### config.mk
export PLATFORM = sky130hd
export DESIGN_NAME = cds_cordic
export DESIGN_NICKNAME = d
export VERILOG_FILES = /design/src/rtl/core/cds_pkg.sv /design/src/rtl/core/cds_cordic.sv
export SDC_FILE = /design/constraint.sdc
export NUM_CORES = 2
export LEC_CHECK = 0
export ABC_AREA = 1
export BUFFER_PORTS_ARGS = -buffer_cell sky130_fd_sc_hd__buf_2
export CORE_ASPECT_RATIO = 0.75
export CORE_MARGIN = 5
export CORE_UTILIZATION = 30
export DETAILED_ROUTE_END_ITERATION = 7
export SYNTH_ARGS = -nofsm -noshare
export SYNTH_HDL_FRONTEND = slang
export SYNTH_SLANG_ARGS = --single-unit
### constraint.sdc
create_clock -name clk -period 4 [get_ports clk]
set_input_delay 0.6 -clock clk [delete_from_list [all_inputs] [get_ports clk]]
set_output_delay 0.6 -clock clk [all_outputs]
set_load 0.01 [all_outputs]
### src/rtl/core/cds_pkg.sv
// shared types, widths and constants for the concentric disk sampler
// no dependencies; used by the prep, divider, cordic, scale and top modules by scoped names
package cds_pkg;

    localparam int IN_W   = 16;   // width of one uniform input
    localparam int OFS_W  = 17;   // signed offset 2u-1 scaled by 32768
    localparam int MAG_W  = 17;   // magnitude of an offset, up to 32768
    localparam int PROD_W = 46;   // pi/4 in q2.30 times a minor magnitude
    localparam int DIV_W  = 48;   // dividend and shifted divisor
    localparam int OUT_W  = 18;   // signed q1.16 coordinate
    localparam int OUT_MAX = 65536;

    localparam longint Q30_PI4  = 64'sd843314857;
    localparam longint Q30_GAIN = 64'sd652032874;

    localparam longint ATAN_Q30 [30] = '{
        64'sd843314857, 64'sd497837829, 64'sd263043837, 64'sd133525159, 64'sd67021687,
        64'sd33543516,  64'sd16775851,  64'sd8388437,   64'sd4194283,   64'sd2097149,
        64'sd1048576,   64'sd524288,    64'sd262144,    64'sd131072,    64'sd65536,
        64'sd32768,     64'sd16384,     64'sd8192,      64'sd4096,      64'sd2048,
        64'sd1024,      64'sd512,       64'sd256,       64'sd128,       64'sd64,
        64'sd32,        64'sd16,        64'sd8,         64'sd4,         64'sd2
    };

    // sideband that travels with each item down the pipeline
    typedef struct packed {
        logic                    zero;
        logic                    on_x;
        logic                    neg;
        logic signed [OFS_W-1:0] major;
    } ctx_t;

    // q2.30 positive constant rounded to frac fraction bits, ties away from zero
    function automatic longint q30_round(input longint v, input int frac);
        int s;
        s = 30 - frac;
        return ((v <<< 1) + (64'sd1 <<< s)) >>> (s + 1);
    endfunction

endpackage

### src/rtl/core/cds_cordic.sv
// rotation-mode cordic, one micro-rotation per register stage
// depends on cds_pkg
module cds_cordic
#(
    parameter int FRAC_BITS    = 16,
    parameter int CORDIC_STEPS = 16
)
(
    input  logic                          clk,
    input  logic                          rst_n,
    input  logic                          adv,
    input  logic                          in_valid,
    input  logic [FRAC_BITS:0]            quo,
    input  cds_pkg::ctx_t                 ctx_in,
    output logic                          out_valid,
    output logic signed [FRAC_BITS+1:0]   cos_o,
    output logic signed [FRAC_BITS+1:0]   sin_o,
    output cds_pkg::ctx_t                 ctx_out
);

    localparam int VW = FRAC_BITS + 2;
    localparam logic signed [VW-1:0] X0 =
        VW'(cds_pkg::q30_round(cds_pkg::Q30_GAIN, FRAC_BITS));

    logic signed [VW-1:0] z0;

    logic signed [VW-1:0] x_reg [CORDIC_STEPS];
    logic signed [VW-1:0] y_reg [CORDIC_STEPS];
    logic signed [VW-1:0] z_reg [CORDIC_STEPS];
    cds_pkg::ctx_t        ctx_reg [CORDIC_STEPS];
    logic [CORDIC_STEPS-1:0] vld_reg;

    assign z0 = ctx_in.neg ? -$signed({1'b0, quo}) : $signed({1'b0, quo});

    for (genvar i = 0; i < CORDIC_STEPS; i++)
    begin : g_step
        localparam logic signed [VW-1:0] ANG =
            VW'(cds_pkg::q30_round(cds_pkg::ATAN_Q30[i], FRAC_BITS));
        logic signed [VW-1:0] xin, yin, zin, dx, dy;
        cds_pkg::ctx_t cin;
        logic vin;

        if (i == 0)
        begin : g_first
            assign xin = X0;
            assign yin = '0;
            assign zin = z0;
            assign cin = ctx_in;
            assign vin = in_valid;
        end
        else
        begin : g_rest
            assign xin = x_reg[i-1];
            assign yin = y_reg[i-1];
            assign zin = z_reg[i-1];
            assign cin = ctx_reg[i-1];
            assign vin = vld_reg[i-1];
        end

        // arithmetic shifts floor toward minus infinity
        assign dx = yin >>> i;
        assign dy = xin >>> i;

        always_ff @(posedge clk or negedge rst_n)
        begin
            if (!rst_n)
                vld_reg[i] <= 1'b0;
            else if (adv)
                vld_reg[i] <= vin;
        end

        always_ff @(posedge clk)
        begin
            if (adv)
            begin
                if (!zin[VW-1])
                begin
                    x_reg[i] <= xin - dx;
                    y_reg[i] <= yin + dy;
                    z_reg[i] <= zin - ANG;
                end
                else
                begin
                    x_reg[i] <= xin + dx;
                    y_reg[i] <= yin - dy;
                    z_reg[i] <= zin + ANG;
                end
                ctx_reg[i] <= cin;
            end
        end
    end

    assign out_valid = vld_reg[CORDIC_STEPS-1];
    assign cos_o     = x_reg[CORDIC_STEPS-1];
    assign sin_o     = y_reg[CORDIC_STEPS-1];
    assign ctx_out   = ctx_reg[CORDIC_STEPS-1];

endmodule

Word-level counts from Yosys, hierarchy flattened
Memory sizes are Yosys's and may differ from the RTL's.
Cells that the tools add are included.

operators by class
  add/sub/neg operators = 93
  multiplexer cells = 147
  bitwise operators = 48

operators with widths
  cell                    count
  $mux 18                 49
  $mux 1                  98
  $or 1x1->1              48
  $add 18x10->18          2
  $add 18x11->18          2
  $add 18x12->18          2
  $add 18x12->18 const B  2
  $add 18x13->18          2
  $add 18x14->18          2
  $add 18x15->18          2
  $add 18x16->18          2
  $add 18x17->18          2
  $add 18x3->18           2
  $add 18x4->18           2
  $add 18x5->18           2
  $add 18x6->18           2
  $add 18x7->18           2
  $add 18x8->18           2
  $add 18x9->18           2
  $sub 18x10->18          2
  $sub 18x11->18          2
  $sub 18x12->18          2
  $sub 18x12->18 const B  2
  $sub 18x13->18          2
  other kinds (40)        51

word-level totals
  bits in registers = 16
  memory bits (writable) = 1184
  word-level logic and storage cells = 308
  memories kept = 4

memory list
  name     depth  bits a word  read ports  clocked after Yosys merged registers in  write ports  line              RTL
  ctx_reg  16     20           16          0                                        16           cds_cordic.sv:30  cds_pkg::ctx_t ctx_reg [CORDIC_STEPS];
  x_reg    16     18           16          0                                        16           cds_cordic.sv:27  logic signed [VW-1:0] x_reg [CORDIC_STEPS];
  y_reg    16     18           16          0                                        16           cds_cordic.sv:28  logic signed [VW-1:0] y_reg [CORDIC_STEPS];
  z_reg    16     18           15          0                                        16           cds_cordic.sv:29  logic signed [VW-1:0] z_reg [CORDIC_STEPS];

Depth between registers and ports, before layout
  word-level depth = 6
  gate-level depth with buffers = 20

Worst setup path before layout
No wires, ideal clock.

  kind = input-to-reg
  start = input port adv
  end = memory y_reg[0][51] in the netlist's numbering, data pin
  library setup time = 265 ps
  arrival = 3321 ps
  data required time = 3735 ps
  path slack = 414 ps
  stages on the path = 17
  path buffers = 4
  cell sequence = buf_4 -> buf_4 -> buf_4 -> nand2_1 -> clkbuf_1 -> nand2_1 -> o21ai_0 -> ha_1 -> inv_1 -> fa_1 -> nand3_1 -> nand2_1 -> a31oi_1 -> o21ai_0 -> a21oi_1 -> o21ai_0 -> xor2_1

RTL lines
  what             line              RTL
  start, declared  cds_cordic.sv:11  input logic adv,
  end, declared    cds_cordic.sv:28

==> out/results.ini <==
[synth]
yosys.cell_count.top_type=nand2_1
synth_top_area_cell=edfxtp_1
async_flop_share_pct=1.45
yosys_warnings=0
synth_edf_count=1090
ys.flop_type=edfxtp_1
synth_area_um2=69800
yosys-top-cells-count=1224 x nand2_1, 1090 x edfxtp_1, 747 x a21oi_1
syn_area_per_cell_um2=10.0
ys_types=57
ys_ff_latch=1106
yosys-top-cells-area=edfxtp_1 47%, ha_1 13%, xor2_1 8.0%
seq_area_frac_synth_pct=47.5
yosysTopAreaCellShare_pct=46.9
syn_inst=6978

[sta]
setup_violations=0
post-route-period-util_pct=93.4
period_minus_slack_ps=3730
slew_viol_final=0
rsz0062_at_grt=no
tightest_slew_ps=1050
finalSetupTns_ps=0
maxSlewHeadroom_pct=30.0
fmax_mhz=268
setup_ws_ps=266
finalHoldViolCount=0
skew_ps=63.4

[floorplan]
design.portCount=98
die-area_um2=242000
fp.dieW_um=567
num_rows=153
start_util_pct=30.1
coreArea_um2=232000
die_h_um=428

[worst_hold_path]
hold_path.class=input pin to flop

[cells_and_area]
n_fill_cell=23300
final_nets=7996
multiInputGateArea_um2=33800
drive_gt1_share_pct=5.67
largest_reg_flops=320
synthToLayoutAreaGrowth_pct=12.2
fin_util_pct=33.8
seq_area_um2=33100

[global_route]
track_usage_pct=12.5
grt_max_degree=189
gr-total-overflow=0
antenna_found_initial=1
grt_first_pass_wirelength_um=251000
grt_pass1_vias=47800

[cts]
clkTransAtPathRegs_ps=70
cts_setup_buffers=0
clock_latency_ps=740
cts.path.max_buffers=3
cts_buffers=109
cts_tree=built
cts_root_buf=clkbuf_16
clkSinkCount=1106
cts_htree_levels=3

[placed_design]
gp_congestion=0.888
port_buffers=97
pre_cts_slack_ps=221
post-dp-hpwl_um=122000

[setup_path]
crit_path_start_kind=flop
slowest_stage=edfxtp_1
cp_cell_sequence=inv_1 -> ha_1 -> nand2_1 -> nor3_1 -> buf_4 -> nand2_1 -> nor2_1 -> inv_1 -> o21ai_0 -> xor2_1 -> inv_1 -> ha_1 -> nand2_1 -> nor3_1 -> buf_4 -> a21oi_1 -> o221ai_1 -> xor2_1
max_stage_delay_ps=510
crit_arrival_ps=4160
worst-path-max-fanout=6
endpoint_kind=flop
path_class=flop to flop
cp.required_ps=4430

[drt]
post_drt_wl_per_cell_um=15.0
vias=49400
antenna_left=0
vias_per_cell=4.76
finalWirelength_um=155000
drc_errors=0
drtIter0Drc=3730
drtPass1Iterations=5

[job]
maxCapViolations=0

[run_status]
status=completed

[layout make-up]
cell class | instances | area share [%]
diodes | 1 | 0.00320
clock buffers | 120 | 3.54
clock inverters | 84 | 1.48
inverters | 667 | 3.20
multi-input cells | 5128 | 43.1
flip-flops and latches | 1106 | 42.3
well taps | 3100 | 4.95
repair buffers | 173 | 1.42
[placed cells by master (no fill, tap or decap), drive strengths merged, types with 5 or more instances in the layout]
master    instances
nand2          1248
edfxtp         1090
a21oi           747
ha              727
inv             671
xor2            639
o21ai           416
nor2            382
nand3           319
xnor2           191
buf             170
clkbuf          120
nor3            107
o31ai            79
nand4            64
clkinv           49
fa               43
o2111ai          26
a31oi            24
bufinv           21
and2             19
o221ai           17
dfrtp            16
nor4             14
clkinvlp         10
a21o              9
or2               9
o21a              7
o21bai            6
a221oi            5
a21boi            5
[per-layer routing]
| layer | track usage (%) | vias up | routed length (µm) |
|---|---|---|---|
| met3 | 1.65 | 197 | 7870 |
| met5 | 0 | - | 0 |
| met1 | 18.6 | 23200 | 78500 |
| li1 | - | 24900 | - |
| met4 | 2.81 | 0 | 3060 |
| met2 | 19.4 | 1110 | 65900 |
[per-stage QoR]
step / cells / area [µm²] / hold WS [ps]
finish: 10400 / 78300 / 79.2
global route: 10400 / 78300 / 22.4
CTS: 10400 / 78300 / 10.2
detailed placement: 10200 / 74300 / 405
global placement: 10200 / 74300 / 401
floorplan: 6979 / 69800 / 304
[critical path: cells and delay by family, from the launching register on]
| family | cells | cell delay (ps) |
|---|---|---|
| xor+xnor | 2 | 470 |
| simple gates | 6 | 600 |
| fa+ha+maj | 2 | 500 |
| buf+inv | 5 | 560 |
| compound gates | 3 | 810 |
| flops | 1 | 510 |
[final timing paths]
check	start	to	slack, ps	cells past startpoint
max	y_reg[0][26]$_DFFE_PP_	x_reg[0][53]$_DFFE_PP_	270	18
min	ctx_in[2]	ctx_reg[0][2]$_DFFE_PP_	80	1
max reg2reg	y_reg[0][26]$_DFFE_PP_	x_reg[0][53]$_DFFE_PP_	270	18
min reg2reg	z_reg[0][92]$_DFFE_PP_	z_reg[0][110]$_DFFE_PP_	360	0
max in group asynchronous	rst_n	g_step[12].vin$_DFFE_PN0P_	3320	2
min in group asynchronous	rst_n	g_step[5].vin$_DFFE_PN0P_	360	2
[what timing repair did]
item	CTS	global route
hold endpoints to repair	18	0
gates resized for setup	0	2
setup endpoints to repair	0	4
hold buffers	3	0
[cell families after synthesis]
kind of cell | share of synthesized area, %
and+or+nand+nor | 13.1
AOI/OAI and AO/OA | 10.5
DFF | 47.5
xor gates and xnor gates | 10.5
adders and majority gates | 14.3
buffers and inverters | 4.18
other | 0.0108
Power is not shown: default switching activity piles up to over one toggle a cycle in this logic, so the estimate is an artifact.
