$ cat src/rtl/core/cds_pkg.sv
// shared types, widths and constants for the concentric disk sampler
// no dependencies; used by the prep, divider, cordic, scale and top modules by scoped names
package cds_pkg;

    localparam int IN_W   = 16;   // width of one uniform input
    localparam int OFS_W  = 17;   // signed offset 2u-1 scaled by 32768
    localparam int MAG_W  = 17;   // magnitude of an offset, up to 32768
    localparam int PROD_W = 46;   // pi/4 in q2.30 times a minor magnitude
    localparam int DIV_W  = 48;   // dividend and shifted divisor
    localparam int OUT_W  = 18;   // signed q1.16 coordinate
    localparam int OUT_MAX = 65536;

    localparam longint Q30_PI4  = 64'sd843314857;
    localparam longint Q30_GAIN = 64'sd652032874;

    localparam longint ATAN_Q30 [30] = '{
        64'sd843314857, 64'sd497837829, 64'sd263043837, 64'sd133525159, 64'sd67021687,
        64'sd33543516,  64'sd16775851,  64'sd8388437,   64'sd4194283,   64'sd2097149,
        64'sd1048576,   64'sd524288,    64'sd262144,    64'sd131072,    64'sd65536,
        64'sd32768,     64'sd16384,     64'sd8192,      64'sd4096,      64'sd2048,
        64'sd1024,      64'sd512,       64'sd256,       64'sd128,       64'sd64,
        64'sd32,        64'sd16,        64'sd8,         64'sd4,         64'sd2
    };

    // sideband that travels with each item down the pipeline
    typedef struct packed {
        logic                    zero;
        logic                    on_x;
        logic                    neg;
        logic signed [OFS_W-1:0] major;
    } ctx_t;

    // q2.30 positive constant rounded to frac fraction bits, ties away from zero
    function automatic longint q30_round(input longint v, input int frac);
        int s;
        s = 30 - frac;
        return ((v <<< 1) + (64'sd1 <<< s)) >>> (s + 1);
    endfunction

endpackage

$ cat src/rtl/core/cds_scale.sv
// radius scaling, rounding, saturation and axis swap; last stage is the output register
// depends on cds_pkg
module cds_scale
#(
    parameter int FRAC_BITS = 16
)
(
    input  logic                              clk,
    input  logic                              rst_n,
    input  logic                              adv,
    input  logic                              in_valid,
    input  logic signed [FRAC_BITS+1:0]       cos_i,
    input  logic signed [FRAC_BITS+1:0]       sin_i,
    input  cds_pkg::ctx_t                     ctx_in,
    output logic                              out_valid,
    output logic signed [cds_pkg::OUT_W-1:0]  disk_x,
    output logic signed [cds_pkg::OUT_W-1:0]  disk_y
);

    localparam int VW = FRAC_BITS + 2;
    localparam int PW = VW + cds_pkg::OFS_W;
    localparam logic [PW-1:0] HALF = PW'(1) << (FRAC_BITS - 2);

    logic signed [PW-1:0] pc_reg, ps_reg;
    cds_pkg::ctx_t ctx_reg;
    logic va_reg, vb_reg;
    logic signed [cds_pkg::OUT_W-1:0] x_reg, y_reg;
    logic signed [cds_pkg::OUT_W-1:0] rc, rs;

    function automatic logic signed [cds_pkg::OUT_W-1:0] rnd_sat(
        input logic signed [PW-1:0] p);
        logic [PW-1:0] m, q;
        logic [cds_pkg::OUT_W-1:0] c;
        m = p[PW-1] ? PW'(-p) : PW'(p);
        q = (m + HALF) >> (FRAC_BITS - 1);
        c = (q > PW'(cds_pkg::OUT_MAX)) ? cds_pkg::OUT_W'(cds_pkg::OUT_MAX)
                                        : cds_pkg::OUT_W'(q);
        return p[PW-1] ? -$signed(c) : $signed(c);
    endfunction

    assign rc = rnd_sat(pc_reg);
    assign rs = rnd_sat(ps_reg);

    always_ff @(posedge clk or negedge rst_n)
    begin
        if (!rst_n)
        begin
            va_reg <= 1'b0;
            vb_reg <= 1'b0;
        end
        else if (adv)
        begin
            va_reg <= in_valid;
            vb_reg <= va_reg;
        end
    end

    always_ff @(posedge clk)
    begin
        if (adv)
        begin
            pc_reg  <= PW'(ctx_in.major) * PW'(cos_i);
            ps_reg  <= PW'(ctx_in.major) * PW'(sin_i);
            ctx_reg <= ctx_in;
            if (ctx_reg.zero)
            begin
                x_reg <= '0;
                y_reg <= '0;
            end
            else if (ctx_reg.on_x)
            begin
                x_reg <= rc;
                y_reg <= rs;
            end
            else
            begin
                x_reg <= rs;
                y_reg <= rc;
            end
        end
    end

    assign out_valid = vb_reg;
    assign disk_x    = x_reg;
    assign disk_y    = y_reg;

endmodule

$ cat config.mk
export PLATFORM = sky130hd
export DESIGN_NAME = cds_scale
export DESIGN_NICKNAME = d
export VERILOG_FILES = /design/src/rtl/core/cds_pkg.sv /design/src/rtl/core/cds_scale.sv
export SDC_FILE = /design/constraint.sdc
export NUM_CORES = 2
export LEC_CHECK = 0
export BUFFER_PORTS_ARGS = -buffer_cell sky130_fd_sc_hd__buf_2
export CORE_MARGIN = 10
export CORE_UTILIZATION = 55
export DETAILED_ROUTE_END_ITERATION = 6
export PLACE_DENSITY = 0.72
export SLEW_MARGIN = 15
export SYNTH_ARGS = -nofsm -noshare
export SYNTH_HDL_FRONTEND = slang
export SYNTH_SLANG_ARGS = --single-unit
$ cat constraint.sdc
create_clock -name clk -period 8.8 [get_ports clk]
set_input_delay 0.88 -clock clk [delete_from_list [all_inputs] [get_ports clk]]
set_output_delay 0.88 -clock clk [all_outputs]
set_load 0.01 [all_outputs]
# Yosys cells after proc, flatten, opt, wreduce, memory -nomap -nowiden
# Cells that the tools add are included.
# op_classes
n_addsub	6
mul	2
order_cmp	2
mux	8
# ops
cell	count
18-bit two-way mux	6
35-bit by 15-bit adder with 35-bit output, second input constant	2
17-bit by 18-bit multiplier with 35-bit output	2
35-bit two-way mux	2
35-bit negation	2
20-bit by 17-bit > comparator with 1-bit output, second input constant	2
18-bit negation	2
# totals
regBits	110
input_bits	60
output_inout_bits	37
word_cells	26

# Logic depth before layout (Yosys ltp)
# logic_depth
word_depth	8
ltp_mapped	32
ltp_nobuf	25

# Worst setup path before layout
# OpenSTA, ideal clock, no wires.
# synth_path
path_kind	reg-to-reg
from	reg ps_reg[34]
to	reg x_reg (netlist bit disk_x[14]) (data pin)
setup_ns	0.269
t_arrival_ns	6.920
t_required_ns	8.531
path_slack_ns	1.611
path_stages_with_launch	33
n_path_buf	9
synth_period_minus_slack_ns	7.189
cell_sequence	edfxtp_1 -> clkbuf_1 -> clkbuf_1 -> clkbuf_1 -> clkbuf_1 -> clkbuf_1 -> clkbuf_1 -> o21ai_0 -> xnor2_1 -> ha_1 -> nand3_1 -> nor4_1 -> nor2_1 -> a21oi_2 -> a41oi_1 -> a211oi_1 -> nand2b_1 -> or3_4 -> o21ai_2 -> buf_6 -> buf_4 -> nand2_1 -> ha_1 -> clkbuf_1 -> inv_1 -> nor2_1 -> o21ai_0 -> or4_1 -> or4_1 -> o41ai_1 -> nor2_1 -> a22oi_1 -> mux2i_1
# synth_via
elab_chain_cells	8
# synth_lines
element	line_no	rtl
start, declared	cds_scale.sv:24	logic signed [PW-1:0] pc_reg, ps_reg;
start signal, assigned	cds_scale.sv:63	ps_reg <= PW'(ctx_in.major) * PW'(sin_i);
35-bit negation	cds_scale.sv:34	m = p[PW-1] ? PW'(-p) : PW'(p);
35-bit two-way mux	cds_scale.sv:34	
35-bit by 15-bit adder with 35-bit output	cds_scale.sv:35	q = (m + HALF) >> (FRAC_BITS - 1);
20-bit by 17-bit > comparator with 1-bit output	cds_scale.sv:36	c = (q > PW'(cds_pkg::OUT_MAX)) ? cds_pkg::OUT_W'(cds_pkg::OUT_MAX)
18-bit two-way mux	cds_scale.sv:36	
18-bit negation	cds_scale.sv:38	return p[PW-1] ? -$signed(c) : $signed(c);
18-bit two-way mux *	cds_scale.sv:38	
18-bit two-way mux *	cds_scale.sv:70	else if (ctx_reg.on_x)
end signal, assigned	cds_scale.sv:72	x_reg <= rc;
end signal, assigned	cds_scale.sv:77	x_reg <= rs;
end, declared	cds_scale.sv:27	logic signed [cds_pkg::OUT_W-1:0] x_reg, y_reg;
# Mark *: on every way between the ends. The rest lies on a longest branch, timed or not.
# A chain may end at the register's enable or synchronous reset.

# Worst setup path after layout
# layout_path
from	in ctx_in[2] (netlist name)
to	reg ps_reg[30] (data pin)
# layout_via
elab_chain_cells	1
# layout_lines
element	line_no	rtl
start, declared	cds_scale.sv:14	input cds_pkg::ctx_t ctx_in,
17-bit by 18-bit multiplier with 35-bit output	cds_scale.sv:63	
# No other way between the ends.

==> results by group <==
Finish
  – Final net count: about 4.2k
  – Synth-to-layout area growth: 4.178%
  – Fin cells: 4052
  – Fill count: 4956
  – Fraction of layout cells with a size suffix above 1: 5.872%
  – N_diodes: 0

Logic synthesis
  – Sequential-to-total area share from yosys stat: 10.75%
  – Most numerous cell in the Yosys netlist: inv_1
  – Commonest cells post-synth: inv_1 (665), fa_1 (622), nand2_1 (370), and2_1 (323), ha_1 (178)
  – Top-area cell type share of the netlist area: between 40 and 50%
  – EDFF count, synth: 108
  – Avg Cell Area, Syn: 9.208 sq um
  – Main synth FF type: edfxtp_1
  – Number of distinct library cells after synthesis: 104
  – Syn nets: between 4k and 5k
  – Synth area leaders: fa_1 (41%), edfxtp_1 (11%), inv_1 (8.1%)
  – Cell taking the most area after synthesis: fa_1
  – YS warnings: 0
  – #FFs+latches synth: 110
  – Cell area after synthesis: 30640 sq um
  – Async SR Flop Fraction: 1.818%
  – Syn Inst Count: 3327

Detailed routing
  – Total Routed Length: 72570 um
  – Via/cell ratio: 5.616
  – Drt first pass iters: 6
  – Avg WL per Cell: 17.91 um
  – DRC: 0
  – Final ANT Viol Nets: 0
  – Vias post-DR: 22.76k
  – Iter 0 DRT Violations: between 1.5k and 2k

Clock tree
  – Post_cts resized: 0
  – CTS max path bufs: 2
  – Clk root buf: clkbuf_16
  – CTS clk-pin slew, worst paths: 80 ps
  – CTS Buf Count: 9
  – H-tree depth reported by CTS: 3
  – CTS tree: yes
  – Clk sink count: between 100 and 150
  – Clk_lat worst skew: 370 ps
  – Total setup buffers inserted after CTS: 0
  – Hold-fix buffers, CTS: 0

Setup path
  – WP data arrival: 7510 ps
  – CP required: ~8900 ps
  – Critical-path maximum fanout: 31
  – R2r worst-path depth: 26
  – Critical path class: input pin to flop
  – Crit start category: input pin
  – Crit. End Element: flop

Timing
  – Clock Skew: ~12 ps
  – Fin. Hold Viols: 0
  – Worst Max-Slew Pin Slew: 904.5 ps
  – Final setup fails: 0
  – Fmax: 0.1354 GHz
  – Rel. slew slack: 39.69%
  – RSZ-0062 raised after global routing: no
  – Slew Limit Fails: 0
  – Final worst slack: 1417 ps
  – Final period util: 83.90%
  – Setup_tns: 0 ps
  – Min Tclk post-route: 7383 ps

Global routing
  – First-pass GRT wire length: roughly 120000 um
  – Total global-route track usage: 22.59%
  – Total grt overflow: 0
  – Largest net degree at the start of global routing: 68
  – Initial antenna violation count: 1
  – Vias in the first global route: 23.49k

Placement
  – Post-Place Setup Slack: 1072 ps
  – Port Buffers: 95
  – Placed insts: approximately 4k
  – Final HPWL DP: 58360 um
  – Placer congestion estimate: 0.9119

Floorplanning
  – Die width: between 200 and 300 um
  – Core ar.: approximately 55000 sq um
  – Starting Density: 55.61%
  – Std cell rows: 86
  – Total die area: 65540 sq um
  – Chip height: 256.0 um
  – Ports: 97

Flow run
  – Number of max-cap violations: 0

Outcome
  – Status: complete, no violations

Hold path
  – Min-delay worst type: input pin to asynchronous set/reset pin
-- cell families after synthesis --
logic type	Yosys count	synth area share, %
buf+inv	824	10.21
xor+xnor	129	3.688
mux	22	0.8045
simple gates	1084	18.40
compound gates	358	8.234
fa+ha+maj	800	47.92
flops	110	10.75
-- stage by stage --
stage / utilization (%) / instance area (sq um) / hold slack (ps)
CTS: 57.93 / 31920 / 259.8
detailed placement: 57.35 / 31600 / 492.3
finish: 57.93 / 31920 / 276.7
floorplan: - / 30640 / 474.9
global placement: 57.35 / 31600 / 484.9
global route: 57.93 / 31920 / 269.4
-- worst paths after layout --
path | start | end | slack (ps)
worst max register to register | ps_reg[4]$_DFFE_PP_ | disk_x[14]$_SDFFCE_PP0P_ | 1510
min in group clk | va_reg$_DFFE_PN0P_ | va_reg$_DFFE_PN0P_ | 510
worst max-delay path | ctx_in[2] | ps_reg[30]$_DFFE_PP_ | 1420
worst min-delay path | rst_n | out_valid$_DFFE_PN0P_ | 280
worst min register to register | va_reg$_DFFE_PN0P_ | va_reg$_DFFE_PN0P_ | 510
max in group asynchronous | rst_n | va_reg$_DFFE_PN0P_ | 8430
-- critical path, stage by stage --
cell and delay, ps:
buf_2 590, nand2_1 210, inv_1 170, fa_1 550, fa_1 570, fa_1 450
fa_1 500, fa_1 510, inv_1 50, fa_1 470, inv_1 40, ha_1 330
and2_1 190, or2_2 260, a21oi_1 210, o21ai_0 160, nor4_1 470, o21ai_0 280
a31o_2 280, a211oi_1 220, nor2_1 60
-- layout by cell type, fill, tap and decap left out, types with 16 or more instances in the layout --
master / synthesis / routed
a31oi_1: 21 / 21
o21ai_0: 55 / 55
xor2_1: 27 / 27
nand4_1: 19 / 19
nand3_1: 57 / 57
nor3_1: 42 / 42
buf_2: 7 / 94
o22ai_1: 16 / 16
ha_1: 178 / 178
a211oi_1: 23 / 23
buf_4: 1 / 24
inv_1: 665 / 665
nor2_1: 120 / 120
nand2b_1: 28 / 28
nand2_1: 370 / 370
a21oi_1: 83 / 83
edfxtp_1: 108 / 108
fa_1: 622 / 622
a21o_1: 18 / 18
and2_1: 323 / 323
and3_1: 24 / 24
xnor2_1: 102 / 102
-- layout make-up --
class	instances	area, sq um	area share (%)
Multi-Input combinational cell	2393	24210	75.87
Sequential cell	110	3293	10.32
Inverter	667	2504	7.845
Tap cell	748	935.9	2.932
Timing Repair Buffer	118	650.6	2.039
Clock buffer	9	225.2	0.7057
Clock inverter	7	92.59	0.2901
-- layer usage --
metal / vias to the layer above / part of all wire (%) / track usage (%)
met5: - / 0.018 / 0
met4: 2 / 1.6 / 4.695
met3: 64 / 6.3 / 2.572
met2: 756 / 47 / 36.47
met1: 11580 / 45 / 32.40
li1: 10350 / - / -
Power is not shown: default switching activity piles up to over one toggle a cycle in this logic, so the estimate is an artifact.
