<file path="src/rtl/core/cds_pkg.sv">
// shared types, widths and constants for the concentric disk sampler
// no dependencies; used by the prep, divider, cordic, scale and top modules by scoped names
package cds_pkg;

    localparam int IN_W   = 16;   // width of one uniform input
    localparam int OFS_W  = 17;   // signed offset 2u-1 scaled by 32768
    localparam int MAG_W  = 17;   // magnitude of an offset, up to 32768
    localparam int PROD_W = 46;   // pi/4 in q2.30 times a minor magnitude
    localparam int DIV_W  = 48;   // dividend and shifted divisor
    localparam int OUT_W  = 18;   // signed q1.16 coordinate
    localparam int OUT_MAX = 65536;

    localparam longint Q30_PI4  = 64'sd843314857;
    localparam longint Q30_GAIN = 64'sd652032874;

    localparam longint ATAN_Q30 [30] = '{
        64'sd843314857, 64'sd497837829, 64'sd263043837, 64'sd133525159, 64'sd67021687,
        64'sd33543516,  64'sd16775851,  64'sd8388437,   64'sd4194283,   64'sd2097149,
        64'sd1048576,   64'sd524288,    64'sd262144,    64'sd131072,    64'sd65536,
        64'sd32768,     64'sd16384,     64'sd8192,      64'sd4096,      64'sd2048,
        64'sd1024,      64'sd512,       64'sd256,       64'sd128,       64'sd64,
        64'sd32,        64'sd16,        64'sd8,         64'sd4,         64'sd2
    };

    // sideband that travels with each item down the pipeline
    typedef struct packed {
        logic                    zero;
        logic                    on_x;
        logic                    neg;
        logic signed [OFS_W-1:0] major;
    } ctx_t;

    // q2.30 positive constant rounded to frac fraction bits, ties away from zero
    function automatic longint q30_round(input longint v, input int frac);
        int s;
        s = 30 - frac;
        return ((v <<< 1) + (64'sd1 <<< s)) >>> (s + 1);
    endfunction

endpackage

</file>
<file path="src/rtl/core/cds_div.sv">
// pipelined restoring divider, one quotient bit per stage: angle magnitude = pi/4 * |minor|/|major|
// depends on cds_pkg
module cds_div
#(
    parameter int FRAC_BITS = 16
)
(
    input  logic                          clk,
    input  logic                          rst_n,
    input  logic                          adv,
    input  logic                          in_valid,
    input  logic [cds_pkg::PROD_W-1:0]    prod,
    input  logic [cds_pkg::MAG_W-1:0]     mag_major,
    input  cds_pkg::ctx_t                 ctx_in,
    output logic                          out_valid,
    output logic [FRAC_BITS:0]            quo,
    output cds_pkg::ctx_t                 ctx_out
);

    localparam int SH = 30 - FRAC_BITS;
    localparam int QN = FRAC_BITS + 1;

    logic [cds_pkg::DIV_W-1:0] dvs, num0;

    logic [cds_pkg::DIV_W-1:0] rem_reg [QN];
    logic [cds_pkg::DIV_W-1:0] den_reg [QN];
    logic [QN-1:0]             q_reg   [QN];
    cds_pkg::ctx_t             ctx_reg [QN];
    logic [QN-1:0]             vld_reg;

    // round to nearest: floor((2n + d) / 2d)
    always_comb
    begin
        dvs  = cds_pkg::DIV_W'(mag_major) << SH;
        num0 = (cds_pkg::DIV_W'(prod) << 1) + dvs;
    end

    for (genvar k = 0; k < QN; k++)
    begin : g_stage
        localparam int BIT = QN - 1 - k;
        logic [cds_pkg::DIV_W-1:0] rin, din, trial;
        logic [QN-1:0] qin, q_next;
        cds_pkg::ctx_t cin;
        logic vin, ge;

        if (k == 0)
        begin : g_first
            assign rin = num0;
            assign din = dvs << 1;
            assign qin = '0;
            assign cin = ctx_in;
            assign vin = in_valid;
        end
        else
        begin : g_rest
            assign rin = rem_reg[k-1];
            assign din = den_reg[k-1];
            assign qin = q_reg[k-1];
            assign cin = ctx_reg[k-1];
            assign vin = vld_reg[k-1];
        end

        always_comb
        begin
            trial       = din << BIT;
            ge          = rin >= trial;
            q_next      = qin;
            q_next[BIT] = ge;
        end

        always_ff @(posedge clk or negedge rst_n)
        begin
            if (!rst_n)
                vld_reg[k] <= 1'b0;
            else if (adv)
                vld_reg[k] <= vin;
        end

        always_ff @(posedge clk)
        begin
            if (adv)
            begin
                rem_reg[k] <= ge ? rin - trial : rin;
                den_reg[k] <= din;
                q_reg[k]   <= q_next;
                ctx_reg[k] <= cin;
            end
        end
    end

    assign out_valid = vld_reg[QN-1];
    assign quo       = q_reg[QN-1];
    assign ctx_out   = ctx_reg[QN-1];

endmodule

</file>
<file path="config.mk">
export PLATFORM = sky130hd
export DESIGN_NAME = cds_div
export DESIGN_NICKNAME = d
export VERILOG_FILES = /design/src/rtl/core/cds_pkg.sv /design/src/rtl/core/cds_div.sv
export SDC_FILE = /design/constraint.sdc
export NUM_CORES = 2
export LEC_CHECK = 0
export ABC_CLOCK_PERIOD_IN_PS = 6700
export BUFFER_PORTS_ARGS = -buffer_cell sky130_fd_sc_hd__buf_2
export CORE_MARGIN = 2
export CORE_UTILIZATION = 55
export CTS_CLUSTER_DIAMETER = 120
export DETAILED_ROUTE_END_ITERATION = 7
export PLACE_DENSITY_LB_ADDON = 0.12
export SLEW_MARGIN = 0
export SYNTH_ARGS = -nofsm -noshare
export SYNTH_HDL_FRONTEND = slang
export SYNTH_SLANG_ARGS = --single-unit
</file>
<file path="constraint.sdc">
create_clock -name clk -period 6.7 [get_ports clk]
set_input_delay 0.67 -clock clk [delete_from_list [all_inputs] [get_ports clk]]
set_output_delay 0.67 -clock clk [all_outputs]
set_load 0.02 [all_outputs]
</file>
# After elaboration in Yosys (flattened, before gate mapping)
# Memories as Yosys holds them, arrays and structs flattened.
# Cells that the tools add are included.
[totals] ff_bits=17 output_inout_bits=38 memories=4 elab_cells=75 mem_bits_ro=0 in_bits=87 latch_bits=0 ramBits=2261
[op_classes] n_reduce_logical=0 n_lt_le_gt_ge=17 add_sub_neg=18 n_eq_ne=0 multipliers=0 bitwise=0 n_mux=19 div=0 n_shift=0
[memory_table] name="den_reg" depth=17 width=48 read_ports=16 rd_clocked_by_memory_dff=0 write_ports=17 line="cds_div.sv:26" text="logic [cds_pkg::DIV_W-1:0] den_reg [QN];"
[memory_table] name="rem_reg" depth=17 width=48 read_ports=16 rd_clocked_by_memory_dff=0 write_ports=17 line="cds_div.sv:25" text="logic [cds_pkg::DIV_W-1:0] rem_reg [QN];"
[memory_table] name="ctx_reg" depth=17 width=20 read_ports=17 rd_clocked_by_memory_dff=0 write_ports=17 line="cds_div.sv:28" text="cds_pkg::ctx_t ctx_reg [QN];"
[memory_table] name="q_reg" depth=17 width=17 read_ports=17 rd_clocked_by_memory_dff=0 write_ports=17 line="cds_div.sv:27" text="logic [QN-1:0] q_reg [QN];"
[ops] op="48-bit greater-or-equal comparator" n=17
[ops] op="48-bit two-way mux" n=17
[ops] op="48-bit subtractor" n=17
[ops] op="47-bit by 31-bit adder with 48-bit output" n=1
[ops] op="1-bit two-way mux" n=2

# Longest topological paths before layout
[logic_depth] ltp_word=3 ltp_mapped=21 depth_no_buf=20

# Worst setup path after synthesis
# Ideal clock, no wire load.
[synth_timing] kind="input -> register" start="input port prod[13] (netlist name)" end="memory rem_reg[0][39] (netlist name), data pin" setup_time_ps=260 path_stages=21 arrival_time_ps=5196 path_buffers=1 path_slack_ps=1244 required_ps=6440 path_cell_list="ha_1 > fa_1 > a211oi_1 > o21ai_2 > a2111oi_4 > or4b_1 > a31oi_2 > o31ai_2 > nor2b_1 > xor2_1 > ha_1 > nand2_1 > o21ai_0 > or3_1 > a21o_1 > a31oi_1 > o211ai_1 > a211oi_1 > o21ai_2 > buf_4 > mux2_2"
[synth_lines] element="start, declared" line="cds_div.sv:12" text="input logic [cds_pkg::PROD_W-1:0] prod,"
[synth_lines] element="end, declared" line="cds_div.sv:25"

==> reports/results.txt <==
After layout, the worst setup slack is 1.22 ns. The total nets after synthesis came out at 5235. The post-synthesis cell area was 67800 um2. The proportion of synthesized flip-flops having asynchronous set or reset came out at 0.0111.

The tools report the relative contribution of sequential cells to total power as 0.460. After synthesis, the mean cell area works out to 14.0 um2. The routed design uses 6.22 mm of met3 wire. The global-route wire length before repair was 210 mm. For the final setup violation count, the log shows 0. The number of different library cells used by synthesis comes to 92.

Clock tree synthesis inserted a total of 159 buffers. The clock-pin slew of the registers on the worst-case setup and hold paths came out at 0.06 ns. The logs give 0.555 for the starting density of the core and 0.679 for the portion of the post-synthesis area used by sequential elements. The tools report the post-place setup slack as 0.449 ns. Summing over every cut layer, the via total after detailed routing is 38200. After synthesis, the largest family of logic cells by area is simple AND/OR/NAND/NOR gates. For the clock sink count, the log shows 1534.

Setup repair after global routing left no endpoint under its margin. The number of synthesized flops with an enable pin is 1517, and the wire length the detailed router placed on met1 is 58.0 mm. From bottom edge to top edge, the die measures 355 um.

Yosys printed 0 warnings. The residual DRC count was 0; the final clock period utilization by the worst path was 0.818. The tools report the final-report hold violation count as 0.

The tools report the core utilization of the finished layout as 0.622. The parity-gate share of the synthesized area counting xor and xnor cells came out at 0.0411. The tree is rooted in a clkbuf_16.

After legalization and detailed placement, the total HPWL measured 97.2 mm. For the worst path arrival time, the log shows 6.00 ns. Signal routing reaches up to met5. CTS built an H-tree with a depth of 4.

For the total of cells resized after clock tree synthesis, the log shows 0. For the final cell count without fillers, the log shows 6854. The run gives 0 as the overflow left after global routing. The count of standard-cell rows is 128, and the flip-flop count of the largest register, all copies and words added is 752.

The clock network fraction of total power was 0.293; the DRC marker count from the first detailed-route iteration was 3350. The layout has 9287 filler cells. The switching share of power is 0.299, and the max-slew headroom at the worst pin is 0.210. Summed over all layers, the routed wires come to 134 mm. In this run the deepest clock path goes through 3 buffers.

Total power for the finished layout comes to 29.1 mW. The analysis attributes to cell leakage a power of 28.2 nW. The count of nets left with antenna violations once routing finished came out at 0. The class of the tightest hold or removal check is primary input to flop. The main flop type after synthesis was edfxtp_1. The total track usage came out at 0.215. The met2 wire length was 66.7 mm.

Routability-driven placement finished with a final weighted congestion of 0.884. In this run the standard cell core region covers 122000 um2. The post-CTS setup repair buffer count is 0, and the top-level port count is 125.

After synthesis the netlist holds a flip-flop and latch count of 1534. The share of final-layout standard cells stronger than drive strength 1 is 0.108, and the die area is 126000 um2. For the final layout net count, the log shows 5508.

The flow ran to the end, and the final reports show no timing, DRC or antenna violations. Adding up every negative setup slack in the final design gives 0 ns. Power spread over the standard cell area amounts to 383 nW/um2. For the max-slew violation total from the final report, the log shows 0. For this design the total switching power over the nets is 8.70 mW. Derived from the worst setup path, the maximum achievable clock frequency is 182 MHz.

In the synthesized netlist, the number of instances is 4825. Along the worst path, the maximum fanout reaches 18. The logs give 37800 for the number of global-route vias before repair and 20.4 mW for the cell-internal power.

Measured along the x axis, the die boundary spans 355 um. Input and output buffers added on the ports amount to 124. Across the routed clock network, the largest skew measured is 0.0501 ns.

The multiplexer share of the synthesized area came out at 0.0194. Later-pin clock latency in the skew report: 0.79 ns. The worst setup path is captured at a flop. The area overhead of the layout relative to synthesis works out to 12.0%. The critical path is of the primary input to flop type. The slew of the pin with the lowest slew margin was 1.18 ns; the initial antenna violation count was 4. The first detailed-routing pass ran for 6 iterations.

The post-synthesis compound-gate area fraction is 0.0834, and the count of max-cap constraint violations is 0. The simple-gate share of the synthesized area came out at 0.0888. The worst endpoint required time is 7.22 ns, and the post-synthesis share of cell area spent on full adders, half adders and majority gates is 0.0615. Counting I/O delays and the setup requirement, the final critical path takes 5.48 ns. Including well taps, the total number of placed cells is 6545. The number of vias per cell after detailed routing is 5.58. Nature of the critical path startpoint: a primary input. In the final routed layout, each cell accounts on average for 19.5 um. Entering global routing, the biggest net connects 177 pins. The combinational share of power came out at 0.247.

TritonCTS built the clock tree. The maximum resistive drop on vdd is 271 uV.
-- synth_stat cells, types with 15 or more instances --
cell type  count  area [um2]
o21ai_0      232        1160
o21ai_2       18         158
or2_2         25         156
fa_1          17         340
nand4b_1      17         149
nor4_1       111         694
nor3_1       105         526
clkbuf_1      32         120
nor4b_1       19         166
a21boi_0      22         165
nand3_1       59         295
o21bai_1      17         128
o31ai_1       32         240
a31oi_1       30         188
xnor2_1      166        1450
xor2_1       152        1330
or4_1         28         210
a21oi_1      242        1210
or3_1         37         231
edfxtp_1    1517       45600
nand4_1       62         388
buf_2         15        75.1
dfrtp_1       17         425
a21o_1        96         721
and2_1        15        93.8
o211ai_1      18         135
o21a_1        51         383
nand2b_1      43         269
mux2_2       103        1160
ha_1         306        3830
inv_1        412        1550
nor2b_1       50         313
nand2_1      288        1080
nor2_1       244         916
and3_1        27         169
a211oi_1      25         188
-- kinds of logic after synthesis --
kind of cell    count (synthesis)
buf+inv                       475
fa+ha+maj                     323
mux                           118
xor+xnor                      318
flops                        1534
simple gates                 1170
compound gates                887
-- final cells by class --
class / count / area (um2) / area share
well taps: 1625 / 2030 / 0.0268
inverters: 414 / 1550 / 0.0205
repair buffers: 173 / 1160 / 0.0153
flip-flops and latches: 1534 / 46000 / 0.606
clock inverters: 101 / 1070 / 0.0141
diodes: 1 / 2.50 / 0.0000330
multi-input cells: 2816 / 20000 / 0.263
clock buffers: 190 / 4100 / 0.0540
-- metal layers --
layer  GRT usage  vias to the layer above
met4      0.0557                        4
met3      0.0356                      181
met2       0.368                      799
met5           0                        -
met1       0.287                    18500
li1            -                    18700
-- critical path, stage by stage --
cell,delay [ns]
buf_2,0.14
ha_1,0.23
fa_1,0.44
a211oi_1,0.40
o21ai_2,0.16
a2111oi_4,0.49
or4b_1,0.23
a31oi_2,0.14
o31ai_2,0.20
buf_4,0.20
nor2b_1,0.07
xor2_1,0.26
ha_1,0.30
nand2_1,0.06
o21ai_0,0.12
or3_1,0.32
a21o_1,0.19
a31oi_1,0.25
o211ai_1,0.19
a211oi_1,0.37
o21ai_2,0.11
buf_12,0.18
mux2_2,0.27
-- worst paths after layout --
kind / from / endpoint / slack, ns / cells past startpoint
max: mag_major[0] / rem_reg[0][40]$_DFFE_PP_ / 1.22 / 23
max reg2reg: rem_reg[0][406]$_DFFE_PP_ / rem_reg[0][458]$_DFFE_PP_ / 2.64 / 12
min reg2reg: q_reg[0][130]$_DFFE_PP_ / q_reg[0][147]$_DFFE_PP_ / 0.39 / 0
max in group asynchronous: rst_n / g_stage[9].vin$_DFFE_PN0P_ / 6.06 / 2
min in group asynchronous: rst_n / g_stage[12].vin$_DFFE_PN0P_ / 0.35 / 2
min: ctx_in[5] / ctx_reg[0][5]$_DFFE_PP_ / 0.06 / 1
-- metrics by stage --
stage	area (um2)	hold slack, ns
2_1_floorplan	67800	0.374
3_3_place_gp	70500	0.400
3_5_place_dp	70500	0.405
4_1_cts	75900	0.000244
5_1_grt	75900	0.0102
6_report	75900	0.0649
-- what timing repair did --
item / CTS / global route
endpoints found under the hold margin: 33 / 0
hold buffers: 17 / 0
endpoints found under the setup margin: 0 / 0
-- power by group through the flow --
stage | logic, mW | clock network, mW | registers, mW
after detailed placement | 7.12 | 0 | 13.6
after CTS | 7.19 | 8.76 | 13.4
after global placement | 7.03 | 0 | 13.5
after floorplan | 5.32 | 0 | 13.2
after global routing | 8.06 | 9.12 | 13.5
final | 7.18 | 8.53 | 13.4
-- cells in the final DEF, fill, tap and decap left out, types with 18 or more instances in the layout --
master	instances
a211oi_1	25
a21boi_0	22
a21o_1	96
a21oi_1	240
a31oi_1	30
and3_1	27
buf_2	123
buf_4	23
clkbuf_1	31
clkbuf_16	159
clkinv_1	36
clkinv_2	28
edfxtp_1	1517
ha_1	306
inv_1	412
mux2_2	103
nand2_1	288
nand2b_1	43
nand3_1	59
nand4_1	62
nor2_1	242
nor2b_1	50
nor3_1	104
nor4_1	111
nor4b_1	19
o211ai_1	18
o21a_1	51
o21ai_0	231
o21ai_2	19
o31ai_1	32
or2_2	25
or3_1	37
or4_1	28
xnor2_1	166
xor2_1	152
Note: power is estimated with default switching activity, not from simulation.
