==> config.mk <==
export PLATFORM = sky130hd
export DESIGN_NAME = cds_prep
export DESIGN_NICKNAME = d
export VERILOG_FILES = /design/src/rtl/core/cds_pkg.sv /design/src/rtl/core/cds_prep.sv
export SDC_FILE = /design/constraint.sdc
export NUM_CORES = 1
export LEC_CHECK = 0
export BUFFER_PORTS_ARGS = -buffer_cell sky130_fd_sc_hd__buf_4
export CELL_PAD_IN_SITES_DETAIL_PLACEMENT = 1
export CELL_PAD_IN_SITES_GLOBAL_PLACEMENT = 1
export CORE_MARGIN = 2
export CORE_UTILIZATION = 40
export DETAILED_ROUTE_END_ITERATION = 10
export GPL_ROUTABILITY_DRIVEN = 0
export MAX_ROUTING_LAYER = met4
export PLACE_DENSITY_LB_ADDON = 0.1
export SLEW_MARGIN = 25
export SYNTH_ARGS = -nofsm -noshare
export SYNTH_HDL_FRONTEND = slang
export SYNTH_SLANG_ARGS = --single-unit
==> constraint.sdc <==
create_clock -name clk -period 6.8 [get_ports clk]
set_clock_uncertainty 0.15 [all_clocks]
set_input_delay 1.36 -clock clk [delete_from_list [all_inputs] [get_ports clk]]
set_output_delay 1.36 -clock clk [all_outputs]
set_load 0.005 [all_outputs]
==> src/rtl/core/cds_pkg.sv <==
// shared types, widths and constants for the concentric disk sampler
// no dependencies; used by the prep, divider, cordic, scale and top modules by scoped names
package cds_pkg;

    localparam int IN_W   = 16;   // width of one uniform input
    localparam int OFS_W  = 17;   // signed offset 2u-1 scaled by 32768
    localparam int MAG_W  = 17;   // magnitude of an offset, up to 32768
    localparam int PROD_W = 46;   // pi/4 in q2.30 times a minor magnitude
    localparam int DIV_W  = 48;   // dividend and shifted divisor
    localparam int OUT_W  = 18;   // signed q1.16 coordinate
    localparam int OUT_MAX = 65536;

    localparam longint Q30_PI4  = 64'sd843314857;
    localparam longint Q30_GAIN = 64'sd652032874;

    localparam longint ATAN_Q30 [30] = '{
        64'sd843314857, 64'sd497837829, 64'sd263043837, 64'sd133525159, 64'sd67021687,
        64'sd33543516,  64'sd16775851,  64'sd8388437,   64'sd4194283,   64'sd2097149,
        64'sd1048576,   64'sd524288,    64'sd262144,    64'sd131072,    64'sd65536,
        64'sd32768,     64'sd16384,     64'sd8192,      64'sd4096,      64'sd2048,
        64'sd1024,      64'sd512,       64'sd256,       64'sd128,       64'sd64,
        64'sd32,        64'sd16,        64'sd8,         64'sd4,         64'sd2
    };

    // sideband that travels with each item down the pipeline
    typedef struct packed {
        logic                    zero;
        logic                    on_x;
        logic                    neg;
        logic signed [OFS_W-1:0] major;
    } ctx_t;

    // q2.30 positive constant rounded to frac fraction bits, ties away from zero
    function automatic longint q30_round(input longint v, input int frac);
        int s;
        s = 30 - frac;
        return ((v <<< 1) + (64'sd1 <<< s)) >>> (s + 1);
    endfunction

endpackage

==> src/rtl/core/cds_prep.sv <==
// front end: offsets, major/minor axis selection and pi/4 * |minor| product
// depends on cds_pkg
module cds_prep
(
    input  logic                         clk,
    input  logic                         rst_n,
    input  logic                         adv,
    input  logic                         in_valid,
    input  logic [cds_pkg::IN_W-1:0]     u_x,
    input  logic [cds_pkg::IN_W-1:0]     u_y,
    output logic                         out_valid,
    output logic [cds_pkg::PROD_W-1:0]   prod,
    output logic [cds_pkg::MAG_W-1:0]    mag_major,
    output cds_pkg::ctx_t                ctx
);

    logic signed [cds_pkg::OFS_W-1:0] a, b, major, minor;
    logic [cds_pkg::MAG_W-1:0] ma, mb;
    logic on_x;

    logic v1_reg, v2_reg;
    cds_pkg::ctx_t ctx1_reg, ctx2_reg;
    logic [cds_pkg::MAG_W-1:0] mmin_reg, mmaj1_reg, mmaj2_reg;
    logic [cds_pkg::PROD_W-1:0] prod_reg;
    logic [cds_pkg::PROD_W-1:0] prod_next;

    always_comb
    begin
        a     = $signed({1'b0, u_x}) - $signed(cds_pkg::OFS_W'(32768));
        b     = $signed({1'b0, u_y}) - $signed(cds_pkg::OFS_W'(32768));
        ma    = a[cds_pkg::OFS_W-1] ? cds_pkg::MAG_W'(-a) : cds_pkg::MAG_W'(a);
        mb    = b[cds_pkg::OFS_W-1] ? cds_pkg::MAG_W'(-b) : cds_pkg::MAG_W'(b);
        on_x  = ma > mb;
        major = on_x ? a : b;
        minor = on_x ? b : a;
        prod_next = cds_pkg::PROD_W'(cds_pkg::Q30_PI4[29:0]) * cds_pkg::PROD_W'(mmin_reg);
    end

    always_ff @(posedge clk or negedge rst_n)
    begin
        if (!rst_n)
        begin
            v1_reg <= 1'b0;
            v2_reg <= 1'b0;
        end
        else if (adv)
        begin
            v1_reg <= in_valid;
            v2_reg <= v1_reg;
        end
    end

    always_ff @(posedge clk)
    begin
        if (adv)
        begin
            ctx1_reg.zero  <= (a == '0) && (b == '0);
            ctx1_reg.on_x  <= on_x;
            ctx1_reg.neg   <= minor[cds_pkg::OFS_W-1] ^ major[cds_pkg::OFS_W-1];
            ctx1_reg.major <= major;
            mmin_reg       <= on_x ? mb : ma;
            mmaj1_reg      <= on_x ? ma : mb;
            ctx2_reg       <= ctx1_reg;
            mmaj2_reg      <= mmaj1_reg;
            prod_reg       <= prod_next;
        end
    end

    assign out_valid = v2_reg;
    assign prod      = prod_reg;
    assign mag_major = mmaj2_reg;
    assign ctx       = ctx2_reg;

endmodule

# Word-level counts from Yosys, hierarchy flattened
# Cells that the tools add are included.
# Widths: inputs -> output; s select.
dict set report totals {
  register_bits 139
  input_bits 36
  word_cells 30
}
dict set report classes {
  add_sub_neg 4
  mul 1
  magnitude_cmp 1
  mux 6
  n_bitwise 1
  n_reduce_logical 3
}
# op n
set ops {}
lappend ops {{$mux 17} 6}
lappend ops {{$mul 30x17->46 const A} 1}
lappend ops {{$logic_not 17->1} 2}
lappend ops {{$neg 17->17} 2}
lappend ops {{$sub 16x16->17 const B} 2}
lappend ops {{$gt 17x17->1} 1}
lappend ops {{$logic_and 1x1->1} 1}
lappend ops {{$xor 1x1->1} 1}

# Depth between registers and ports, before layout
# Gate-level depths: netlist (run 1).
dict set report logic_depth {
  ltp_word 6
  ltp_mapped 23
  depth_no_buf 22
}

# Least setup slack after synthesis (run 1)
# Ideal clock, no wire load.
dict set report synth_timing {
  kind {flip-flop to flip-flop}
  start {register mmin_reg[6] (netlist name)}
  end {register prod_reg (netlist bit prod[45]), data pin}
  setup_ns 0.258
  arrival_ns 5.903
  required_ns 6.392
  setup_slack_ns 0.488
  path_stages_with_launch 22
  period_less_slack_ns 6.312
  cell_sequence {edfxtp_1 > fa_1 > inv_1 > fa_1 > fa_1 > inv_1 > fa_1 > fa_1 > inv_1 > fa_1 > inv_1 > ha_1 > clkbuf_1 > nand4_1 > or2_1 > o22ai_1 > or3b_4 > o21a_1 > a211o_1 > and3_4 > a31oi_4 > xnor2_1}
}
dict set report synth_via {
  elab_chain_len 1
}
# item line
set synth_lines {}
lappend synth_lines {{start: declaration} cds_prep.sv:23} ;# logic [cds_pkg::MAG_W-1:0] mmin_reg, mmaj1_reg, mmaj2_reg;
lappend synth_lines {{start signal: assignment} cds_prep.sv:61} ;# mmin_reg <= on_x ? mb : ma;
lappend synth_lines {{$mul 30x17->46} cds_prep.sv:36} ;# prod_next = cds_pkg::PROD_W'(cds_pkg::Q30_PI4[29:0]) * cds_pkg::PROD_W'(mmin_reg);
lappend synth_lines {{via prod_next, one bit} cds_prep.sv:25} ;# logic [cds_pkg::PROD_W-1:0] prod_next;
lappend synth_lines {{end signal: assignment} cds_prep.sv:65} ;# prod_reg <= prod_next;
lappend synth_lines {{end: declaration} cds_prep.sv:24} ;# logic [cds_pkg::PROD_W-1:0] prod_reg;
# The timed path passes the listed nets, and every way through them passes these cells.
# A chain may end at the register's enable or synchronous reset.

# Worst setup path after layout (run 1)
dict set report layout_timing {
  start {register mmin_reg[7] (netlist name)}
  end {register prod_reg (netlist bit prod[45]), data pin}
}
# Same word-level chain as after synthesis.

==> results.py, run 1 <==
metrics = {
    "outcome": {
        "outcome": "complete, no violations",
    },
    "yosys": {
        "synth_edf_count": 133,
        "synth_area_leaders": "edfxtp_1 29%, fa_1 23%, ha_1 18%",
        "avgSynthCellArea_um2": 11.2,
        "synth_cell_type_count": 59,
        "yosysWarnings": 0,
        "synthCells": 1251,
        "synthFlopType": "edfxtp_1",
        "synth-async-reset-ratio_pct": 1.48,
        "ys_ff_latch": 135,
        "synth_top_cell_area_share_pct": 28.5,
        "netlist_area_um2": 14000,
        "synth.largest_area_cell": "edfxtp_1",
        "seq_area_frac_synth_pct": 28.9,
    },
    "worst_setup_path": {
        "worst-r2r-setup-slack_ps": 290,
        "path_cells": "fa_1 -> inv_1 -> fa_1 -> inv_1 -> fa_1 -> fa_1 -> fa_1 -> inv_1 -> fa_1 -> inv_1 -> ha_1 -> nand4_1 -> or2_1 -> o22ai_1 -> or3b_4 -> o21a_1 -> a211o_4 -> and3_4 -> a31oi_4 -> xnor2_1",
        "start_kind": "flip-flop",
        "required_ps": 6860,
        "path_class": "flip-flop to flip-flop",
        "slowest_delay_ps": 630,
        "cpMostUsedCell": "fa_1",
        "crit_buf_inv": 4,
        "path_max_fanout": 6,
        "critical-path-slowest-cell": "fa_1",
        "end_kind": "flip-flop",
        "cp_top_family": "adder cells",
        "crit_arrival_ps": 6570,
    },
    "place": {
        "io_buffers": 119,
        "dpl-instance-area_um2": 15600,
        "dp_cells": 1827,
        "hpwl_um": 29700,
    },
    "clock_network": {
        "cts_tree": "built",
        "clock-sinks": 135,
        "postCtsSetupRepairBufs": 0,
        "ctsHoldBuffers": 0,
        "clock_latency_ps": 440,
        "clk_root_buffer_cell": "clkbuf_16",
        "clock_path_buffers": 2,
        "cts.htree.levels": 4,
        "cts-buffers-inserted": 17,
        "clk_pin_slew_ps": 70,
    },
    "final_layout": {
        "multi_input_area_um2": 8790,
        "antenna_cells": 0,
        "final_cell_mix": "288 x inv_1, 200 x ha_1, 163 x fa_1, 146 x buf_4, 133 x edfxtp_1",
        "nets": 1792,
        "fin_area_um2": 16200,
        "fillers": 3763,
        "stdcell_count": 1858,
        "largest_reg_flops": 46,
        "drive_above_1_share_pct": 14.9,
        "final_common_cell": "inv_1",
        "area_growth_pct": 15.5,
        "regArea_um2": 4040,
    },
    "worst_hold_path": {
        "holdCritPathClass": "flip-flop to flip-flop",
    },
    "routing": {
        "vias": 9229,
        "antenna_left": 0,
        "avgRoutedWirePerCell_um": 19.1,
        "drc": 0,
        "dr.pass1.iters": 4,
        "drtIter0Drc": 366,
        "avgViaCountPerCell": 4.97,
        "drt-total-wl_um": 35400,
    },
    "sta": {
        "grt_setup_unrepaired": "no",
        "hold_viol_final": 0,
        "worstMarginPinSlew_ps": 954,
        "fmax_mhz": 154,
        "finalMaxSlewViolations": 0,
        "tns_ps": 0,
        "relSlewSlack_pct": 36.4,
        "finalCritPeriodShare_pct": 95.8,
        "period_needed_ps": 6510,
        "setup_viol": 0,
    },
    "die": {
        "initial_utilization_pct": 40.6,
        "die_area_um2": 36500,
        "die_w_um": 191,
        "num_rows": 68,
        "boundaryPins": 120,
        "die_h_um": 191,
        "core_um2": 34500,
    },
    "global_route": {
        "grt.total_usage_pct": 21.2,
        "grt_pass1_wl_um": 56500,
        "grt_max_degree": 102,
        "grt_pass1_vias": 10174,
        "antenna_found_initial": 0,
        "grt_overflow": 0,
    },
    "run": {
        "drv_cap": 0,
    },
}
## layer usage
| layer | vias to the layer above | wire [um] | GRT usage, % |
|---|---|---|---|
| met4 | 0 | 1060 | 8.08 |
| met1 | 4618 | 16200 | 27.3 |
| li1 | 4400 | - | - |
| met3 | 44 | 1210 | 3.21 |
| met5 | - | 0 | - |
| met2 | 167 | 17000 | 33.9 |
## cell usage after synthesis, types with 17 or more instances
master / instances
a21o_1: 23
a21oi_1: 65
clkbuf_1: 19
edfxtp_1: 133
fa_1: 164
ha_1: 201
inv_1: 288
mux2i_1: 37
nand2_1: 36
nor2_1: 40
o21ai_0: 24
xnor2_1: 52
xor2_1: 17
## final cells by class
cell class / count / area share (%)
flip-flops and latches: 135 / 25.0
multi-input cells: 802 / 54.4
well taps: 455 / 3.52
repair buffers: 147 / 6.85
clock buffers: 18 / 2.65
inverters: 288 / 6.69
clock inverters: 13 / 0.898
## metrics by stage
step / utilization [%] / setup slack (ps) / hold WS [ps]
after floorplan: - / 488 / 250
after global placement: 45.1 / 334 / 250
after detailed placement: 45.1 / 217 / 256
after CTS: 46.8 / 209 / 270
after global routing: 46.9 / 10.5 / 276
final: 46.9 / 287 / 267
## cell families after synthesis
logic type,after synthesis,synth area share (%)
buf+inv,316,8.63
other cells,2,0.0537
xor+xnor,69,4.32
fa+ha+maj,365,41.4
mux,52,3.85
compound gates,159,7.31
flops,135,28.9
simple gates,153,5.49
## path summary, 6_finish.rpt
| check | from | end | cells past startpoint |
|---|---|---|---|
| max | mmin_reg[7]$_DFFE_PP_ | prod[45]$_DFFE_PP_ | 20 |
| min | ctx1_reg[3]$_DFFE_PP_ | ctx[3]$_DFFE_PP_ | 0 |
| max reg2reg | mmin_reg[7]$_DFFE_PP_ | prod[45]$_DFFE_PP_ | 20 |
| min reg2reg | ctx1_reg[3]$_DFFE_PP_ | ctx[3]$_DFFE_PP_ | 0 |
| max in group asynchronous | rst_n | out_valid$_DFFE_PN0P_ | 1 |
| min in group asynchronous | rst_n | v1_reg$_DFFE_PN0P_ | 1 |
## timing repair
item	CTS	global route
resized for setup	0	6
endpoints found under the hold margin	0	0
endpoints found under the setup margin	0	4
Power of run 1 is not shown: default switching activity piles up to over one toggle a cycle in this logic, so the estimate is an artifact.
==> inputs of run 2 (changes only) <==
clock period = 5.4 ns   (was 6.8 ns; I/O delays follow)
==> results.py, run 2 (synthesized netlist as in run 1, its figures left out) <==
metrics = {
    "sta": {
        "tns_ps": -11220,
        "grt_setup_unrepaired": "yes",
        "whs_ps": 252,
        "finalCritPeriodShare_pct": 114,
        "worstMarginPinSlew_ps": 721,
        "fmax_mhz": 162,
        "hold_viol_final": 0,
        "setup_viol": 26,
        "period_needed_ps": 6180,
        "finalMaxSlewViolations": 0,
        "layout_setup_ws_ps": -777,
        "relSlewSlack_pct": 51.9,
    },
    "routing": {
        "drtIter0Drc": 280,
        "avgRoutedWirePerCell_um": 18.4,
        "vias": 9959,
        "drt-total-wl_um": 37800,
        "drc": 0,
        "antenna_left": 0,
        "dr.pass1.iters": 4,
        "avgViaCountPerCell": 4.86,
    },
    "clock_network": {
        "clock_latency_ps": 450,
        "cts-buffers-inserted": 17,
        "clock-sinks": 135,
        "cts.htree.levels": 4,
        "ctsHoldBuffers": 0,
        "clk_root_buffer_cell": "clkbuf_16",
        "clock_path_buffers": 2,
        "cts_tree": "built",
        "clk_pin_slew_ps": 60,
    },
    "final_layout": {
        "nets": 1981,
        "final_cell_mix": "315 x buf_4, 267 x inv_1, 179 x ha_1, 157 x fa_1, 133 x edfxtp_1",
        "largest_reg_flops": 46,
        "multi_input_area_um2": 9380,
        "drive_above_1_share_pct": 31.1,
        "regArea_um2": 4040,
        "final_common_cell": "buf_4",
        "area_growth_pct": 30.3,
        "fillers": 3724,
        "antenna_cells": 0,
    },
    "die": {
        "die_w_um": 191,
        "initial_utilization_pct": 40.6,
        "die_area_um2": 36500,
        "boundaryPins": 120,
        "die_h_um": 191,
        "core_um2": 34500,
        "num_rows": 68,
    },
    "worst_setup_path": {
        "start_kind": "flip-flop",
        "crit_arrival_ps": 6230,
        "ff2ff_path_depth": 19,
        "end_kind": "flip-flop",
        "path_max_fanout": 4,
        "worst-r2r-setup-slack_ps": -780,
        "required_ps": 5450,
        "path_class": "flip-flop to flip-flop",
    },
    "global_route": {
        "grt.total_usage_pct": 21.9,
        "grt_max_degree": 75,
        "antenna_found_initial": 0,
        "grt_pass1_wl_um": 58500,
        "grt_overflow": 0,
        "grt_pass1_vias": 10813,
    },
    "worst_hold_path": {
        "holdCritPathClass": "input port to async pin",
    },
    "outcome": {
        "violations": "negative setup slack",
        "outcome": "finished, violations left",
    },
    "run": {
        "drv_cap": 0,
    },
    "place": {
        "hpwl_um": 30900,
        "io_buffers": 119,
    },
}
[run 2: path summary, 6_finish.rpt]
kind	start	end
worst max register to register	mmin_reg[3]$_DFFE_PP_	prod[45]$_DFFE_PP_
worst min register to register	mmaj1_reg[3]$_DFFE_PP_	mag_major[3]$_DFFE_PP_
max in group asynchronous	rst_n	v1_reg$_DFFE_PN0P_
worst max-delay path	mmin_reg[3]$_DFFE_PP_	prod[45]$_DFFE_PP_
min in group clk	mmaj1_reg[3]$_DFFE_PP_	mag_major[3]$_DFFE_PP_
worst min-delay path	rst_n	out_valid$_DFFE_PN0P_
[run 2: layout make-up]
type                    instances  share of cell area [%]
clock buffers                  17                    2.33
clock inverters                15                   0.632
inverters                     288                    5.93
multi-input cells             802                    51.5
flip-flops and latches        135                    22.2
well taps                     455                    3.12
repair buffers                336                    14.3
[run 2: per-stage QoR]
stage | setup WS [ps] | instances | util, % | area (um^2)
2_1_floorplan | -650 | 1253 | - | 14100
3_3_place_gp | -827 | 1992 | 48.9 | 16800
3_5_place_dp | -939 | 1992 | 48.9 | 16800
4_1_cts | -796 | 2031 | 51.7 | 17800
5_1_grt | -951 | 2048 | 52.9 | 18200
6_report | -777 | 2048 | 52.9 | 18200
[run 2: routing by layer]
metal  track usage, %  part of all wire [%]
met1             28.0                    46
met2             35.3                    49
met3             2.81                   2.3
met4             8.59                   3.3
met5                -                     0
[run 2: critical path, stage by stage, from the launching register on]
cell	delay, ps
edfxtp_1	460
fa_2	640
inv_2	60
fa_1	540
fa_2	470
fa_1	550
fa_1	440
fa_1	510
inv_2	50
ha_4	210
buf_6	120
nand4_1	120
or2_1	130
o22ai_1	60
or3b_4	410
o21a_4	220
a211o_4	360
and3_4	180
a31oi_4	180
xnor2_1	80
[run 2: timing repair]
action | in CTS | in global routing
endpoints found under the setup margin | 28 | 28
endpoints found under the hold margin | 0 | 0
gates cloned | 0 | 0
resized for setup | 79 | 68
pin swaps | 44 | 45
buffers inserted | 9 | 21
Power of run 2 is left out for the same reason.
